$ cat src/hw/rtl/fjot_pkg.sv
// fjot_pkg: shared types, codes and character helpers for the flat JSON
// object tokenizer. No dependencies.
`default_nettype none

package fjot_pkg;

  // Parse phase of the tokenizer.
  typedef enum logic [3:0] {
    PH_START     = 4'd0,
    PH_KEY       = 4'd1,
    PH_KEY_STR   = 4'd2,
    PH_KEY_ESC   = 4'd3,
    PH_AFTER_KEY = 4'd4,
    PH_COLON     = 4'd5,
    PH_VAL_STR   = 4'd6,
    PH_VAL_ESC   = 4'd7,
    PH_BARE      = 4'd8,
    PH_AFTER_VAL = 4'd9,
    PH_DONE_OK   = 4'd10,
    PH_DONE_BAD  = 4'd11
  } ph_e;

  // Result word kinds.
  typedef enum logic [2:0] {
    KIND_KEY    = 3'd0,
    KIND_VAL    = 3'd1,
    KIND_PAIR   = 3'd2,
    KIND_ACCEPT = 3'd3,
    KIND_REJECT = 3'd4
  } kind_e;

  // Controller states.
  typedef enum logic [2:0] {
    ST_IDLE    = 3'd0,
    ST_FL_RD   = 3'd1,
    ST_FL_EMIT = 3'd2,
    ST_MAIN    = 3'd3,
    ST_PAIR    = 3'd4,
    ST_END     = 3'd5
  } st_e;

  localparam logic [7:0] CH_LBRACE = 8'h7B;
  localparam logic [7:0] CH_RBRACE = 8'h7D;
  localparam logic [7:0] CH_COLON  = 8'h3A;
  localparam logic [7:0] CH_COMMA  = 8'h2C;
  localparam logic [7:0] CH_QUOTE  = 8'h22;
  localparam logic [7:0] CH_BSLASH = 8'h5C;
  localparam logic [7:0] CH_N      = 8'h6E;
  localparam logic [7:0] CH_R      = 8'h72;
  localparam logic [7:0] CH_T      = 8'h74;
  localparam logic [7:0] CH_LF     = 8'h0A;
  localparam logic [7:0] CH_CR     = 8'h0D;
  localparam logic [7:0] CH_TAB    = 8'h09;
  localparam logic [7:0] CH_SPACE  = 8'h20;

  // Commands from controller to datapath.
  typedef struct packed {
    logic take;        // input ready
    logic flush_rd;    // read held whitespace entry
    logic flush_emit;  // send the entry just read
    logic main_step;   // main word and/or whitespace store
    logic pair_emit;   // closing pair end
    logic end_emit;    // text end mark
  } cmd_t;

  // Status from datapath to controller.
  typedef struct packed {
    logic in_valid;
    logic plan_flush;  // decoded from the word at the input
    logic main_en;
    logic pair_en;
    logic end_en;
    logic flush_last;
    logic out_free;
  } sts_t;

  function automatic logic is_ws(input logic [7:0] b);
    return (b == CH_SPACE) || ((b >= CH_TAB) && (b <= CH_CR));
  endfunction

  function automatic logic [7:0] unescape(input logic [7:0] b);
    logic [7:0] r;
    case (b)
      CH_N:    r = CH_LF;
      CH_R:    r = CH_CR;
      CH_T:    r = CH_TAB;
      default: r = b;
    endcase
    return r;
  endfunction

endpackage

`default_nettype wire

$ cat src/hw/rtl/fjot_in_if.sv
// fjot_in_if: input byte channel (valid/ready plus text byte and last flag).
// No dependencies.
`default_nettype none

interface fjot_in_if;
  logic       valid;
  logic       ready;
  logic [7:0] in_byte;
  logic       in_last;

  modport source (output valid, output in_byte, output in_last, input ready);
  modport sink   (input valid, input in_byte, input in_last, output ready);
endinterface

`default_nettype wire

$ cat src/hw/rtl/fjot_out_if.sv
// fjot_out_if: result channel (valid/ready plus kind, byte and flags).
// No dependencies.
`default_nettype none

interface fjot_out_if;
  logic       valid;
  logic       ready;
  logic [2:0] out_kind;
  logic [7:0] out_byte;
  logic       ws_overflow;
  logic       run_last;

  modport source (output valid, output out_kind, output out_byte,
                  output ws_overflow, output run_last, input ready);
  modport sink   (input valid, input out_kind, input out_byte,
                  input ws_overflow, input run_last, output ready);
endinterface

`default_nettype wire

$ cat src/hw/rtl/flat_json_object_tokenizer_unit.sv
// flat_json_object_tokenizer_unit: top level of the flat JSON object tokenizer.
// Depends on fjot_pkg, fjot_in_if, fjot_out_if, fjot_ctrl and fjot_dp.
//
//   channel | dir | word fields                                  | handshake
//   --------+-----+----------------------------------------------+------------
//   in_i    | in  | in_byte[7:0], in_last                        | valid/ready
//   out_o   | out | out_kind[2:0], out_byte[7:0], ws_overflow,   | valid/ready
//           |     | run_last                                     |
//
// One input word at a time. A word is accepted, then its decode step loads
// at most one result; each held whitespace byte released by a flush is
// first read from the RAM, then sent, and a pair end or end mark on the
// final byte each take a step of their own.
// Reset clears the phase and the hold count; the hold RAM needs no clearing.
// A stalled result register holds the sequencer in place; the next input
// word is taken as soon as the last result of the current word is loaded.
`default_nettype none

module flat_json_object_tokenizer_unit #(
  parameter int unsigned WS_DEPTH = 16  // held whitespace bytes, 1..256
) (
  input  wire logic  clk_i,
  input  wire logic  rst_ni,
  fjot_in_if.sink    in_i,
  fjot_out_if.source out_o
);
  import fjot_pkg::*;

  cmd_t cmd;  // controller -> datapath
  sts_t sts;  // datapath -> controller

  // Sequencer: walks flush, main word, pair end and end mark for each byte.
  fjot_ctrl u_ctrl (
    .clk_i (clk_i),
    .rst_ni(rst_ni),
    .sts_i (sts),
    .cmd_o (cmd)
  );

  // Datapath: decode, phase, whitespace hold RAM, result register.
  fjot_dp #(
    .WS_DEPTH(WS_DEPTH)
  ) u_dp (
    .clk_i (clk_i),
    .rst_ni(rst_ni),
    .in_i  (in_i),
    .out_o (out_o),
    .cmd_i (cmd),
    .sts_o (sts)
  );

endmodule

`default_nettype wire

$ cat src/hw/rtl/fjot_ram.sv
// fjot_ram: generic single-write, single-read RAM with registered read data.
// No dependencies.
`default_nettype none

module fjot_ram #(
  parameter int unsigned WIDTH = 8,
  parameter int unsigned DEPTH = 16,
  localparam int unsigned AW = (DEPTH > 1) ? $clog2(DEPTH) : 1
) (
  input  wire logic             clk_i,
  input  wire logic             we_i,
  input  wire logic [AW-1:0]    waddr_i,
  input  wire logic [WIDTH-1:0] wdata_i,
  input  wire logic             re_i,
  input  wire logic [AW-1:0]    raddr_i,
  output logic      [WIDTH-1:0] rdata_o
);

  logic [WIDTH-1:0] mem_q [DEPTH];
  logic [WIDTH-1:0] rdata_q;

  always_ff @(posedge clk_i) begin
    if (we_i) begin
      mem_q[waddr_i] <= wdata_i;
    end
    if (re_i) begin
      rdata_q <= mem_q[raddr_i];
    end
  end

  assign rdata_o = rdata_q;

endmodule

`default_nettype wire

$ cat src/hw/rtl/fjot_ctrl.sv
// fjot_ctrl: sequencing state machine of the tokenizer.
// Depends on fjot_pkg.
`default_nettype none

module fjot_ctrl (
  input  wire logic          clk_i,
  input  wire logic          rst_ni,
  input  wire fjot_pkg::sts_t sts_i,
  output fjot_pkg::cmd_t     cmd_o
);
  import fjot_pkg::*;

  st_e state_q, state_d;

  always_ff @(posedge clk_i or negedge rst_ni) begin
    if (!rst_ni) begin
      state_q <= ST_IDLE;
    end else begin
      state_q <= state_d;
    end
  end

  always_comb begin
    state_d = state_q;
    cmd_o   = '0;
    case (state_q)
      ST_IDLE: begin
        cmd_o.take = 1'b1;
        if (sts_i.in_valid) begin
          state_d = sts_i.plan_flush ? ST_FL_RD : ST_MAIN;
        end
      end
      ST_FL_RD: begin
        cmd_o.flush_rd = 1'b1;
        state_d        = ST_FL_EMIT;
      end
      ST_FL_EMIT: begin
        if (sts_i.out_free) begin
          cmd_o.flush_emit = 1'b1;
          state_d          = sts_i.flush_last ? ST_MAIN : ST_FL_RD;
        end
      end
      ST_MAIN: begin
        if (!sts_i.main_en || sts_i.out_free) begin
          cmd_o.main_step = 1'b1;
          if (sts_i.pair_en) begin
            state_d = ST_PAIR;
          end else if (sts_i.end_en) begin
            state_d = ST_END;
          end else begin
            state_d = ST_IDLE;
          end
        end
      end
      ST_PAIR: begin
        if (sts_i.out_free) begin
          cmd_o.pair_emit = 1'b1;
          state_d         = ST_END;
        end
      end
      ST_END: begin
        if (sts_i.out_free) begin
          cmd_o.end_emit = 1'b1;
          state_d        = ST_IDLE;
        end
      end
      default: begin
        state_d = ST_IDLE;
      end
    endcase
  end

endmodule

`default_nettype wire

$ cat src/hw/rtl/fjot_dp.sv
// fjot_dp: byte decoder, parse phase, whitespace hold buffer and result
// register. Depends on fjot_pkg, fjot_in_if, fjot_out_if and fjot_ram.
`default_nettype none

module fjot_dp #(
  parameter int unsigned WS_DEPTH = 16
) (
  input  wire logic           clk_i,
  input  wire logic           rst_ni,
  fjot_in_if.sink             in_i,
  fjot_out_if.source          out_o,
  input  wire fjot_pkg::cmd_t cmd_i,
  output fjot_pkg::sts_t      sts_o
);
  import fjot_pkg::*;

  localparam int unsigned CW = $clog2(WS_DEPTH + 1);
  localparam int unsigned AW = (WS_DEPTH > 1) ? $clog2(WS_DEPTH) : 1;

  // ---- decode of the word at the input ----
  logic [7:0] b;
  logic       last, ws, delim;
  ph_e        np;
  logic       m_en, f_en, f_ovf, s_en, clr;
  kind_e      m_kind;
  logic [7:0] m_byte;
  logic       pair_en;
  kind_e      end_kind;

  ph_e        phase_q;
  logic [CW-1:0] cnt_q;

  assign b     = in_i.in_byte;
  assign last  = in_i.in_last;
  assign ws    = is_ws(b);
  assign delim = (b == CH_COMMA) || (b == CH_RBRACE);

  always_comb begin
    np     = phase_q;
    m_en   = 1'b0;
    m_kind = KIND_VAL;
    m_byte = b;
    f_en   = 1'b0;
    f_ovf  = 1'b0;
    s_en   = 1'b0;
    clr    = 1'b0;
    case (phase_q)
      PH_START: begin
        if (!ws) np = (b == CH_LBRACE) ? PH_KEY : PH_DONE_BAD;
      end
      PH_KEY: begin
        if (!ws) np = (b == CH_QUOTE) ? PH_KEY_STR : PH_DONE_OK;
      end
      PH_KEY_STR, PH_VAL_STR: begin
        m_kind = (phase_q == PH_KEY_STR) ? KIND_KEY : KIND_VAL;
        if (b == CH_QUOTE) begin
          np = (phase_q == PH_KEY_STR) ? PH_AFTER_KEY : PH_AFTER_VAL;
        end else if (b == CH_BSLASH && !last) begin
          np = (phase_q == PH_KEY_STR) ? PH_KEY_ESC : PH_VAL_ESC;
        end else begin
          m_en = 1'b1;  // plain byte, or backslash as final byte
        end
      end
      PH_KEY_ESC, PH_VAL_ESC: begin
        m_kind = (phase_q == PH_KEY_ESC) ? KIND_KEY : KIND_VAL;
        m_en   = 1'b1;
        m_byte = unescape(b);
        np     = (phase_q == PH_KEY_ESC) ? PH_KEY_STR : PH_VAL_STR;
      end
      PH_AFTER_KEY: begin
        if (!ws) np = (b == CH_COLON) ? PH_COLON : PH_DONE_OK;
      end
      PH_COLON: begin
        if (!ws) begin
          if (b == CH_QUOTE) begin
            np = PH_VAL_STR;
          end else if (delim) begin
            m_en   = 1'b1;
            m_kind = KIND_PAIR;
            m_byte = '0;
            np     = (b == CH_COMMA) ? PH_KEY : PH_DONE_OK;
          end else begin
            clr  = 1'b1;
            m_en = 1'b1;
            np   = PH_BARE;
          end
        end
      end
      PH_BARE: begin
        if (delim) begin
          clr    = 1'b1;
          m_en   = 1'b1;
          m_kind = KIND_PAIR;
          m_byte = '0;
          np     = (b == CH_COMMA) ? PH_KEY : PH_DONE_OK;
        end else if (ws) begin
          // full buffer: release held bytes early, then hold this one unless it is the final byte
          f_en  = (cnt_q == CW'(WS_DEPTH));
          f_ovf = 1'b1;
          s_en  = !last;
        end else begin
          f_en = (cnt_q != '0);
          m_en = 1'b1;
        end
      end
      PH_AFTER_VAL: begin
        if (!ws) np = (b == CH_COMMA) ? PH_KEY : PH_DONE_OK;
      end
      default: begin
        np = phase_q;
      end
    endcase
  end

  assign pair_en  = last && (np == PH_COLON || np == PH_VAL_STR ||
                             np == PH_VAL_ESC || np == PH_BARE);
  assign end_kind = (np == PH_START || np == PH_DONE_BAD) ? KIND_REJECT : KIND_ACCEPT;

  // ---- plan and state registers ----
  logic          acc;
  logic          m_en_q, f_ovf_q, s_en_q, pair_q, end_q;
  kind_e         m_kind_q, end_kind_q;
  logic [7:0]    m_byte_q;
  logic [CW-1:0] flen_q;
  logic [AW-1:0] idx_q;
  logic          flush_last;
  logic [7:0]    rdata;

  assign acc = cmd_i.take && in_i.valid;

  always_ff @(posedge clk_i or negedge rst_ni) begin
    if (!rst_ni) begin
      phase_q <= PH_START;
      cnt_q   <= '0;
      m_en_q  <= 1'b0;
      s_en_q  <= 1'b0;
      pair_q  <= 1'b0;
      end_q   <= 1'b0;
    end else begin
      if (acc) begin
        phase_q <= last ? PH_START : np;
        m_en_q  <= m_en;
        s_en_q  <= s_en;
        pair_q  <= pair_en;
        end_q   <= last;
        if (last || clr || f_en) begin
          cnt_q <= '0;
        end
      end else if (cmd_i.main_step && s_en_q) begin
        cnt_q <= cnt_q + CW'(1);
      end
    end
  end

  always_ff @(posedge clk_i) begin
    if (acc) begin
      m_kind_q   <= m_kind;
      m_byte_q   <= m_byte;
      f_ovf_q    <= f_ovf;
      end_kind_q <= end_kind;
      flen_q     <= cnt_q;
      idx_q      <= '0;
    end else if (cmd_i.flush_emit) begin
      idx_q <= idx_q + AW'(1);
    end
  end

  assign flush_last = ((CW'(idx_q) + CW'(1)) == flen_q);

  fjot_ram #(
    .WIDTH(8),
    .DEPTH(WS_DEPTH)
  ) u_ws_ram (
    .clk_i  (clk_i),
    .we_i   (cmd_i.main_step && s_en_q),
    .waddr_i(cnt_q[AW-1:0]),
    .wdata_i(m_byte_q),
    .re_i   (cmd_i.flush_rd),
    .raddr_i(idx_q),
    .rdata_o(rdata)
  );

  // ---- result register ----
  logic       out_valid_q;
  kind_e      out_kind_q;
  logic [7:0] out_byte_q;
  logic       out_ovf_q, out_last_q;
  logic       out_free;

  assign out_free = !out_valid_q || out_o.ready;

  always_ff @(posedge clk_i or negedge rst_ni) begin
    if (!rst_ni) begin
      out_valid_q <= 1'b0;
    end else if (cmd_i.flush_emit || cmd_i.pair_emit || cmd_i.end_emit ||
                 (cmd_i.main_step && m_en_q)) begin
      out_valid_q <= 1'b1;
    end else if (out_o.ready) begin
      out_valid_q <= 1'b0;
    end
  end

  always_ff @(posedge clk_i) begin
    if (cmd_i.flush_emit) begin
      out_kind_q <= KIND_VAL;
      out_byte_q <= rdata;
      out_ovf_q  <= f_ovf_q;
      out_last_q <= flush_last && !m_en_q && !pair_q && !end_q;
    end else if (cmd_i.main_step && m_en_q) begin
      out_kind_q <= m_kind_q;
      out_byte_q <= m_byte_q;
      out_ovf_q  <= 1'b0;
      out_last_q <= !pair_q && !end_q;
    end else if (cmd_i.pair_emit) begin
      out_kind_q <= KIND_PAIR;
      out_byte_q <= '0;
      out_ovf_q  <= 1'b0;
      out_last_q <= !end_q;
    end else if (cmd_i.end_emit) begin
      out_kind_q <= end_kind_q;
      out_byte_q <= '0;
      out_ovf_q  <= 1'b0;
      out_last_q <= 1'b1;
    end
  end

  assign out_o.valid       = out_valid_q;
  assign out_o.out_kind    = out_kind_q;
  assign out_o.out_byte    = out_byte_q;
  assign out_o.ws_overflow = out_ovf_q;
  assign out_o.run_last    = out_last_q;

  assign in_i.ready = cmd_i.take;

  always_comb begin
    sts_o            = '0;
    sts_o.in_valid   = in_i.valid;
    sts_o.plan_flush = f_en;
    sts_o.main_en    = m_en_q;
    sts_o.pair_en    = pair_q;
    sts_o.end_en     = end_q;
    sts_o.flush_last = flush_last;
    sts_o.out_free   = out_free;
  end

endmodule

`default_nettype wire
$ cat src/flat_wrapper.sv
// flat-port wrapper written by rule: the top's interface ports become plain ports
module flat_json_object_tokenizer_unit_flat import fjot_pkg::*;
#(
  parameter int unsigned WS_DEPTH = 16                                  
)
  (clk_i, rst_ni, in_i_valid, in_i_in_byte, in_i_in_last, in_i_ready, out_o_valid, out_o_out_kind, out_o_out_byte, out_o_ws_overflow, out_o_run_last, out_o_ready);
  fjot_in_if in_i_i ();
  fjot_out_if out_o_i ();
  input  wire logic clk_i;
  input  wire logic rst_ni;
  input wire logic [$bits(in_i_i.valid)-1:0] in_i_valid;
  input wire logic [$bits(in_i_i.in_byte)-1:0] in_i_in_byte;
  input wire logic [$bits(in_i_i.in_last)-1:0] in_i_in_last;
  output wire logic [$bits(in_i_i.ready)-1:0] in_i_ready;
  output wire logic [$bits(out_o_i.valid)-1:0] out_o_valid;
  output wire logic [$bits(out_o_i.out_kind)-1:0] out_o_out_kind;
  output wire logic [$bits(out_o_i.out_byte)-1:0] out_o_out_byte;
  output wire logic [$bits(out_o_i.ws_overflow)-1:0] out_o_ws_overflow;
  output wire logic [$bits(out_o_i.run_last)-1:0] out_o_run_last;
  input wire logic [$bits(out_o_i.ready)-1:0] out_o_ready;
  assign in_i_i.valid = in_i_valid;
  assign in_i_i.in_byte = in_i_in_byte;
  assign in_i_i.in_last = in_i_in_last;
  assign in_i_ready = in_i_i.ready;
  assign out_o_valid = out_o_i.valid;
  assign out_o_out_kind = out_o_i.out_kind;
  assign out_o_out_byte = out_o_i.out_byte;
  assign out_o_ws_overflow = out_o_i.ws_overflow;
  assign out_o_run_last = out_o_i.run_last;
  assign out_o_i.ready = out_o_ready;
  flat_json_object_tokenizer_unit #(.WS_DEPTH(WS_DEPTH)) u_core (.clk_i(clk_i), .rst_ni(rst_ni), .in_i(in_i_i), .out_o(out_o_i));
endmodule
$ cat config.mk
export PLATFORM = sky130hd
export DESIGN_NAME = flat_json_object_tokenizer_unit_flat
export DESIGN_NICKNAME = d
export VERILOG_FILES = /design/src/hw/rtl/fjot_pkg.sv /design/src/hw/rtl/fjot_in_if.sv /design/src/hw/rtl/fjot_out_if.sv /design/src/hw/rtl/flat_json_object_tokenizer_unit.sv /design/src/hw/rtl/fjot_ram.sv /design/src/hw/rtl/fjot_ctrl.sv /design/src/hw/rtl/fjot_dp.sv /design/src/flat_wrapper.sv
export SDC_FILE = /design/constraint.sdc
export NUM_CORES = 1
export LEC_CHECK = 0
export BUFFER_PORTS_ARGS = -buffer_cell sky130_fd_sc_hd__buf_2
export CORE_MARGIN = 4
export CORE_UTILIZATION = 40
export DETAILED_ROUTE_END_ITERATION = 8
export REMOVE_ABC_BUFFERS = 1
export SLEW_MARGIN = 20
export SYNTH_ARGS = -nofsm -noshare
export SYNTH_HDL_FRONTEND = slang
export SYNTH_HIERARCHICAL = 1
export SYNTH_SLANG_ARGS = --single-unit
$ cat constraint.sdc
create_clock -name clk_i -period 5.05 [get_ports clk_i]
set_clock_uncertainty 0.05 [all_clocks]
set_input_delay 0.7575 -clock clk_i [delete_from_list [all_inputs] [get_ports clk_i]]
set_output_delay 0.7575 -clock clk_i [all_outputs]
set_load 0.02 [all_outputs]
# After elaboration in Yosys (flattened, before gate mapping)
# Memory sizes are Yosys's and may differ from the RTL's. A register that Yosys moved wholly into a read port is not among the register bits.
# Cells that the tools add are included.
[classes]
muxes = 90
n_shift = 0
bitwise = 1
addsub = 3
n_eq_ne = 37
reduce_logical = 41
div = 0
magnitude_cmp = 2
mul = 0
[op_table]
columns = ["cell", "count"]
rows = [
  ["$mux 4", 16],
  ["$mux 8", 7],
  ["$eq 8x7->1 const B", 6],
  ["$pmux 8 s3", 2],
  ["$mux 1", 39],
  ["$mux 3", 13],
  ["$eq 8x6->1 const B", 4],
  ["$pmux 4 s8", 1],
  ["$eq 4x3->1 const B", 7],
  ["$pmux 3 s6", 1],
  ["$eq 4x4->1 const B", 4],
  ["$mux 5", 3],
  ["$logic_or 1x1->1", 13],
  ["$logic_and 1x1->1", 10],
  ["$mux 2", 5],
  ["$ne 2x2->1 const B", 5],
  ["$eq 4x2->1 const B", 2],
  ["$ge 8x4->1 const B", 1],
  ["$le 8x4->1 const B", 1],
  ["$logic_not 4->1", 2],
  ["$pmux 2 s4", 1],
  ["$eq 3x2->1 const B", 2],
  ["$eq 3x3->1 const B", 2],
  ["$reduce_or 2->1", 3],
  ["19 further kinds", 24],
]
[word_totals]
ram_bits = 128
word_cells = 193
output_inout_bits = 15
rom_bits = 0
n_memories = 1
latch_bits = 0
register_bits = 54
[mem_list]
columns = ["name", "words", "word_bits", "read_ports", "rd_ports_with_merged_regs", "write_ports", "line", "text"]
rows = [
  ["u_core.u_dp.u_ws_ram.mem_q", 16, 8, 1, 1, 1, "fjot_ram.sv:19", "logic [WIDTH-1:0] mem_q [DEPTH];"],
]

# Longest topological paths before layout
[depth]
depth_word = 11
depth_mapped = 10
ltp_nobuf = 8

# Modules after synthesis
# The synthesis kept the hierarchy.
[modules_own_cells]
columns = ["module", "n_inst", "cells_per_inst", "seq_area_each_um2", "area_per_inst_um2"]
rows = [
  ["fjot_ram", 1, 229, 4083.9, 5227.5],
  ["fjot_dp", 1, 319, 1331.3, 2955.3],
  ["fjot_ctrl", 1, 34, 75.1, 284.0],
]

# Worst setup path after synthesis
# OpenSTA, ideal clock, no wires.
[synth_timing]
path_kind = "input to register"
start = "input port out_o_ready"
end = "memory u_core.u_dp.u_ws_ram.mem_q[0][0], enable pin"
setup_slack_ns = 2.173
n_path_buf = 1
required_ns = 4.617
setup_time_ns = 0.383
cell_stages = 7
arrival_ns = 2.444
cell_sequence = "nand2b_1 > buf_4 > inv_1 > a21oi_1 > and2_1 > or3b_2 > nor3_1"
[synth_lines]
columns = ["element", "line", "text"]
rows = [
  ["from (decl)", "flat_wrapper.sv:20", "input wire logic [$bits(out_o_i.ready)-1:0] out_o_ready;"],
  ["to (decl)", "fjot_ram.sv:19", ""],
]

# Worst setup path after layout
[layout_timing]
start = "input port in_i_in_byte[4]"
end = "register u_core.u_dp.end_kind_q[1] (data pin)"
[layout_via]
elab_chain_cells = 9
[layout_rtl]
columns = ["element", "line", "text"]
rows = [
  ["from (decl)", "flat_wrapper.sv:12", "input wire logic [$bits(in_i_i.in_byte)-1:0] in_i_in_byte;"],
  ["branches (longest 5 deep; another with $ge 8x4->1)", "n/a", ""],
  ["$pmux 4 s8 (*)", "fjot_dp.sv:47", "case (phase_q)"],
  ["$eq 4x4->1 / $logic_not 4->1 (equally long branches)", "fjot_dp.sv:117", "assign end_kind = (np == PH_START || np == PH_DONE_BAD) ? KIND_REJECT : KIND_ACCEPT;"],
  ["$logic_or 1x1->1 (*)", "fjot_dp.sv:117", ""],
  ["$mux 3 (*)", "fjot_dp.sv:117", ""],
  ["to (signal assigned)", "fjot_dp.sv:160", "end_kind_q <= end_kind;"],
  ["to (decl)", "fjot_dp.sv:122", "kind_e m_kind_q, end_kind_q;"],
]
# Every way passes the cells marked *.
# A chain may end at the register's enable or synchronous reset.

==> impl_metrics.csv <==
group,metric,value,unit
drt,antenna_left,0,
die,design.die.area,23560,µm²
clock_tree,cts_hold_buf,0,
hold_path,hp-class,"primary input to asynchronous set/reset pin",
global_routing,grt_pass1_wl,28590,µm
sta,max_slew.worst_pin.slew,1.094,ns
synthesis,synth.yosys.seq_area_share,64.84,%
synthesis,async_flop_share,9.043,%
drt,wl,18180,µm
sta,fin_ws,2.215,ns
die,ios,28,
drt,dr.first_iter.drc_count,405,
sta,setup_viol_count_final,0,
clock_tree,ctsResizeCount,0,
synthesis,synth.distinct_cells,74,
setup_path,crit_end,"u_core/u_dp/end_kind_q[1]",
placed_design,port_buffers,27,
sta,fin_crit_sh,56.13,%
setup_path,arrival,2.96,ns
sta,hold_slack,0.2153,ns
global_routing,overflow,0,
sta,hold_viol_final,0,
cells_and_area,multi_input_area,2701,µm²
pwr,p_per_area,512.1,nW/µm²
setup_path,critPathCaptureType,"register",
clock_tree,cts_tree,"built",
synthesis,synth_seq_cells,188,
setup_path,startpoint,"in_i_in_byte[4]",
sta,max_slew_margin,26.98,%
drt,first_pass_iters,5,
cells_and_area,syn_to_final_growth,10.23,%
cells_and_area,layout-drive-gt1-share,15.60,%
pwr,power,0.004779,W
die,rows,52,
outcome,outcome,"finished, final reports clean",
placed_design,gp_congestion,0.8323,
placed_design,dp.final_hpwl,11900,µm
drt,drc,0,
clock_tree,clk_pin_slew_worst_paths,0.06,ns
sta,slew_violations,0,
setup_path,start_kind,"primary input",
die,dieWidth,153.5,µm
synthesis,synth_top_area_cell,"edfxtp_1",
cells_and_area,n_antenna_cell,0,
pwr,seq_power_share,46.2,%
die,fp.dieH,153.5,µm
placed_design,place_ws,1.738,ns
synthesis,synthTopCellsByCount,"edfxtp_1, nand2_1, nor2_1, o21ai_0, mux4_2",
clock_tree,cts_inserted_buffers,17,
global_routing,grt_pass1_vias,4883,
synthesis,synth_area_leaders,"edfxtp_1, dfrtp_1, mux4_2, mux4_1, nand2_1",
clock_tree,ctsHtreeMaxLevel,4,
synthesis,ys.flop_type,"edfxtp_1",
setup_path,rrSetupSlack,2.29,ns
clock_tree,cts_setup_buffers,0,
drt,vias,4977,
synthesis,post_synth.cell_area_avg,14.55,µm²
global_routing,grt_max_degree,37,
flow_run,cap_violations,0,
pwr,power_frac_comb,26.2,%
pwr,p_leak,3.122,nW
synthesis,synth_edf_count,164,
drt,wl_per_cell,20.69,µm
synthesis,yosys.cell_count.top_type,"edfxtp_1",
setup_path,reg2reg_depth,6,
pwr,internal_power,0.003259,W
clock_tree,clkLatencyLatePin,0.42,ns
setup_path,critPathRequiredTime,5.17,ns
setup_path,r2r_end,"u_core/u_dp/end_kind_q[1]",
cells_and_area,seqCellArea,5492,µm²
sta,period_needed,2.835,ns
die,core_area,20490,µm²
sta,rsz0062_at_grt,"no",
synthesis,synthCells,582,
pwr,peakVddDrop,0.2295,mV
cells_and_area,fin_nets,612,
synthesis,synth_warnings,6,
pwr,p_sw,0.001520,W
global_routing,grt_usage,15.51,%
clock_tree,cts_root_buffer,"clkbuf_16",
global_routing,antenna_found_initial,0,
synthesis,syn-cell-area,8467,µm²
clock_tree,cts_buffer_depth,2,
cells_and_area,postLayoutCoreUtil,45.54,%
pwr,p_sw_share,31.81,%
setup_path,critical_path_class,"primary input to register",
sta,tns,0,ns
cells_and_area,nFillCells,1813,
die,start_util,41.31,%
sta,fmax,352.8,MHz
synthesis,netlist.area_leader.share,58.16,%
pwr,pwr-share-clk,27.6,%
setup_path,cp_max_fo,8,
clock_tree,cts.sinks,188,
setup_path,timing.rr.start,"u_core/u_dp/phase_q[2]",
drt,viasPerCell,5.662,
logic make-up after synthesis:
| logic type | Yosys count | share of synthesized area [%] |
|---|---|---|
| AO/OA/AOI/OAI | 107 | 8.793 |
| flip-flops | 188 | 64.84 |
| buffers and inverters | 48 | 3.369 |
| adder cells (fa/ha/maj) | 3 | 0.4434 |
| multiplexers | 36 | 9.664 |
| XOR/XNOR | 10 | 1.034 |
| AND/OR/NAND/NOR | 190 | 11.85 |
cell type report:
type,instances,share of cell area (%)
sequential,188,58.84
multi-input combinational,346,28.94
clock buffer,21,4.719
tap,270,3.620
timing repair buffer,33,1.931
clock inverter,11,1.542
inverter,10,0.4022
critical path, stage by stage:
cell	delay, ns
buf_2	0.14
nor3_2	0.41
nand3_1	0.32
a31oi_1	0.25
a31oi_1	0.14
o41ai_1	0.54
nand3_1	0.19
a21o_1	0.21
per-stage QoR:
step / instance area (µm²) / std cells
after floorplan: 8219 / 544
after global placement: 8738 / 847
after detailed placement: 8738 / 847
after CTS: 9323 / 879
after global routing: 9333 / 879
final: 9333 / 879
state kept, by name (all words and copies together), names as in the netlist:
register	count
u_core/u_dp/f_ovf_q	1
u_core/u_dp/out_o.ws_overflow	1
u_core/u_dp/u_ws_ram/mem_q	128
u_core/u_dp/s_en_q	1
u_core/u_dp/idx_q	4
u_core/u_dp/out_o.out_kind	3
u_core/u_dp/m_kind_q	2
u_core/u_dp/flen_q	5
u_core/u_dp/end_kind_q	2
u_core/u_dp/u_ws_ram/rdata_o	8
u_core/u_dp/m_byte_q	8
u_core/u_ctrl/state_q	3
u_core/u_dp/pair_q	1
u_core/u_dp/end_q	1
u_core/u_dp/out_o.out_byte	8
u_core/u_dp/phase_q	4
u_core/u_dp/out_o.valid	1
u_core/u_dp/m_en_q	1
u_core/u_dp/out_o.run_last	1
u_core/u_dp/cnt_q	5
worst min-delay path by stage:
stage	start	end	cells after the start
floorplan	u_core/u_dp/m_kind_q[0]	u_core/u_dp/out_o.out_kind[0]	2
global placement	u_core/u_dp/out_o.out_kind[1]	u_core/u_dp/out_o.out_kind[1]	2
detailed placement	u_core/u_dp/out_o.out_kind[1]	u_core/u_dp/out_o.out_kind[1]	2
CTS	rst_ni	u_core/u_dp/cnt_q[2]	1
global route	rst_ni	u_core/u_dp/out_o.valid	1
finish	rst_ni	u_core/u_ctrl/state_q[0]	1
cell usage in the layout, fill, tap and decap left out, types with 5 or more instances in the layout:
cell | netlist | routed
a211oi_1 | 5 | 5
a21oi_1 | 12 | 12
a22oi_1 | 17 | 17
a31oi_1 | 8 | 8
and2_1 | 9 | 9
buf_2 | 5 | 27
buf_4 | 9 | 6
clkbuf_16 | 0 | 17
clkinv_2 | 0 | 5
dfrtp_1 | 17 | 17
dfxtp_1 | 7 | 6
edfxtp_1 | 164 | 164
inv_1 | 10 | 10
mux4_1 | 14 | 14
mux4_2 | 18 | 18
nand2_1 | 51 | 51
nand2b_1 | 15 | 15
nand3_1 | 12 | 12
nand3b_1 | 5 | 5
nor2_1 | 45 | 45
nor2b_1 | 9 | 9
nor3_1 | 10 | 9
o21ai_0 | 26 | 26
o31ai_1 | 6 | 6
xor2_1 | 6 | 6
power groups by stage:
stage	logic, W	clock network [W]	registers (W)
after floorplan	0.000752	0	0.00229
after global placement	0.00123	0	0.00223
after detailed placement	0.00125	0	0.00224
after CTS	0.00126	0.00135	0.00221
after global routing	0.00137	0.00141	0.00224
final	0.00125	0.00132	0.00221
per-layer routing:
layer / wire length (µm) / global-route usage [%] / vias to the layer above
met4: 170 / 3.869 / 0
li1: - / - / 2302
met1: 8418 / 22.22 / 2528
met2: 8799 / 24.67 / 136
met3: 796 / 2.979 / 11
met5: 0 / 0 / -
(Power assumes the default switching activity.)
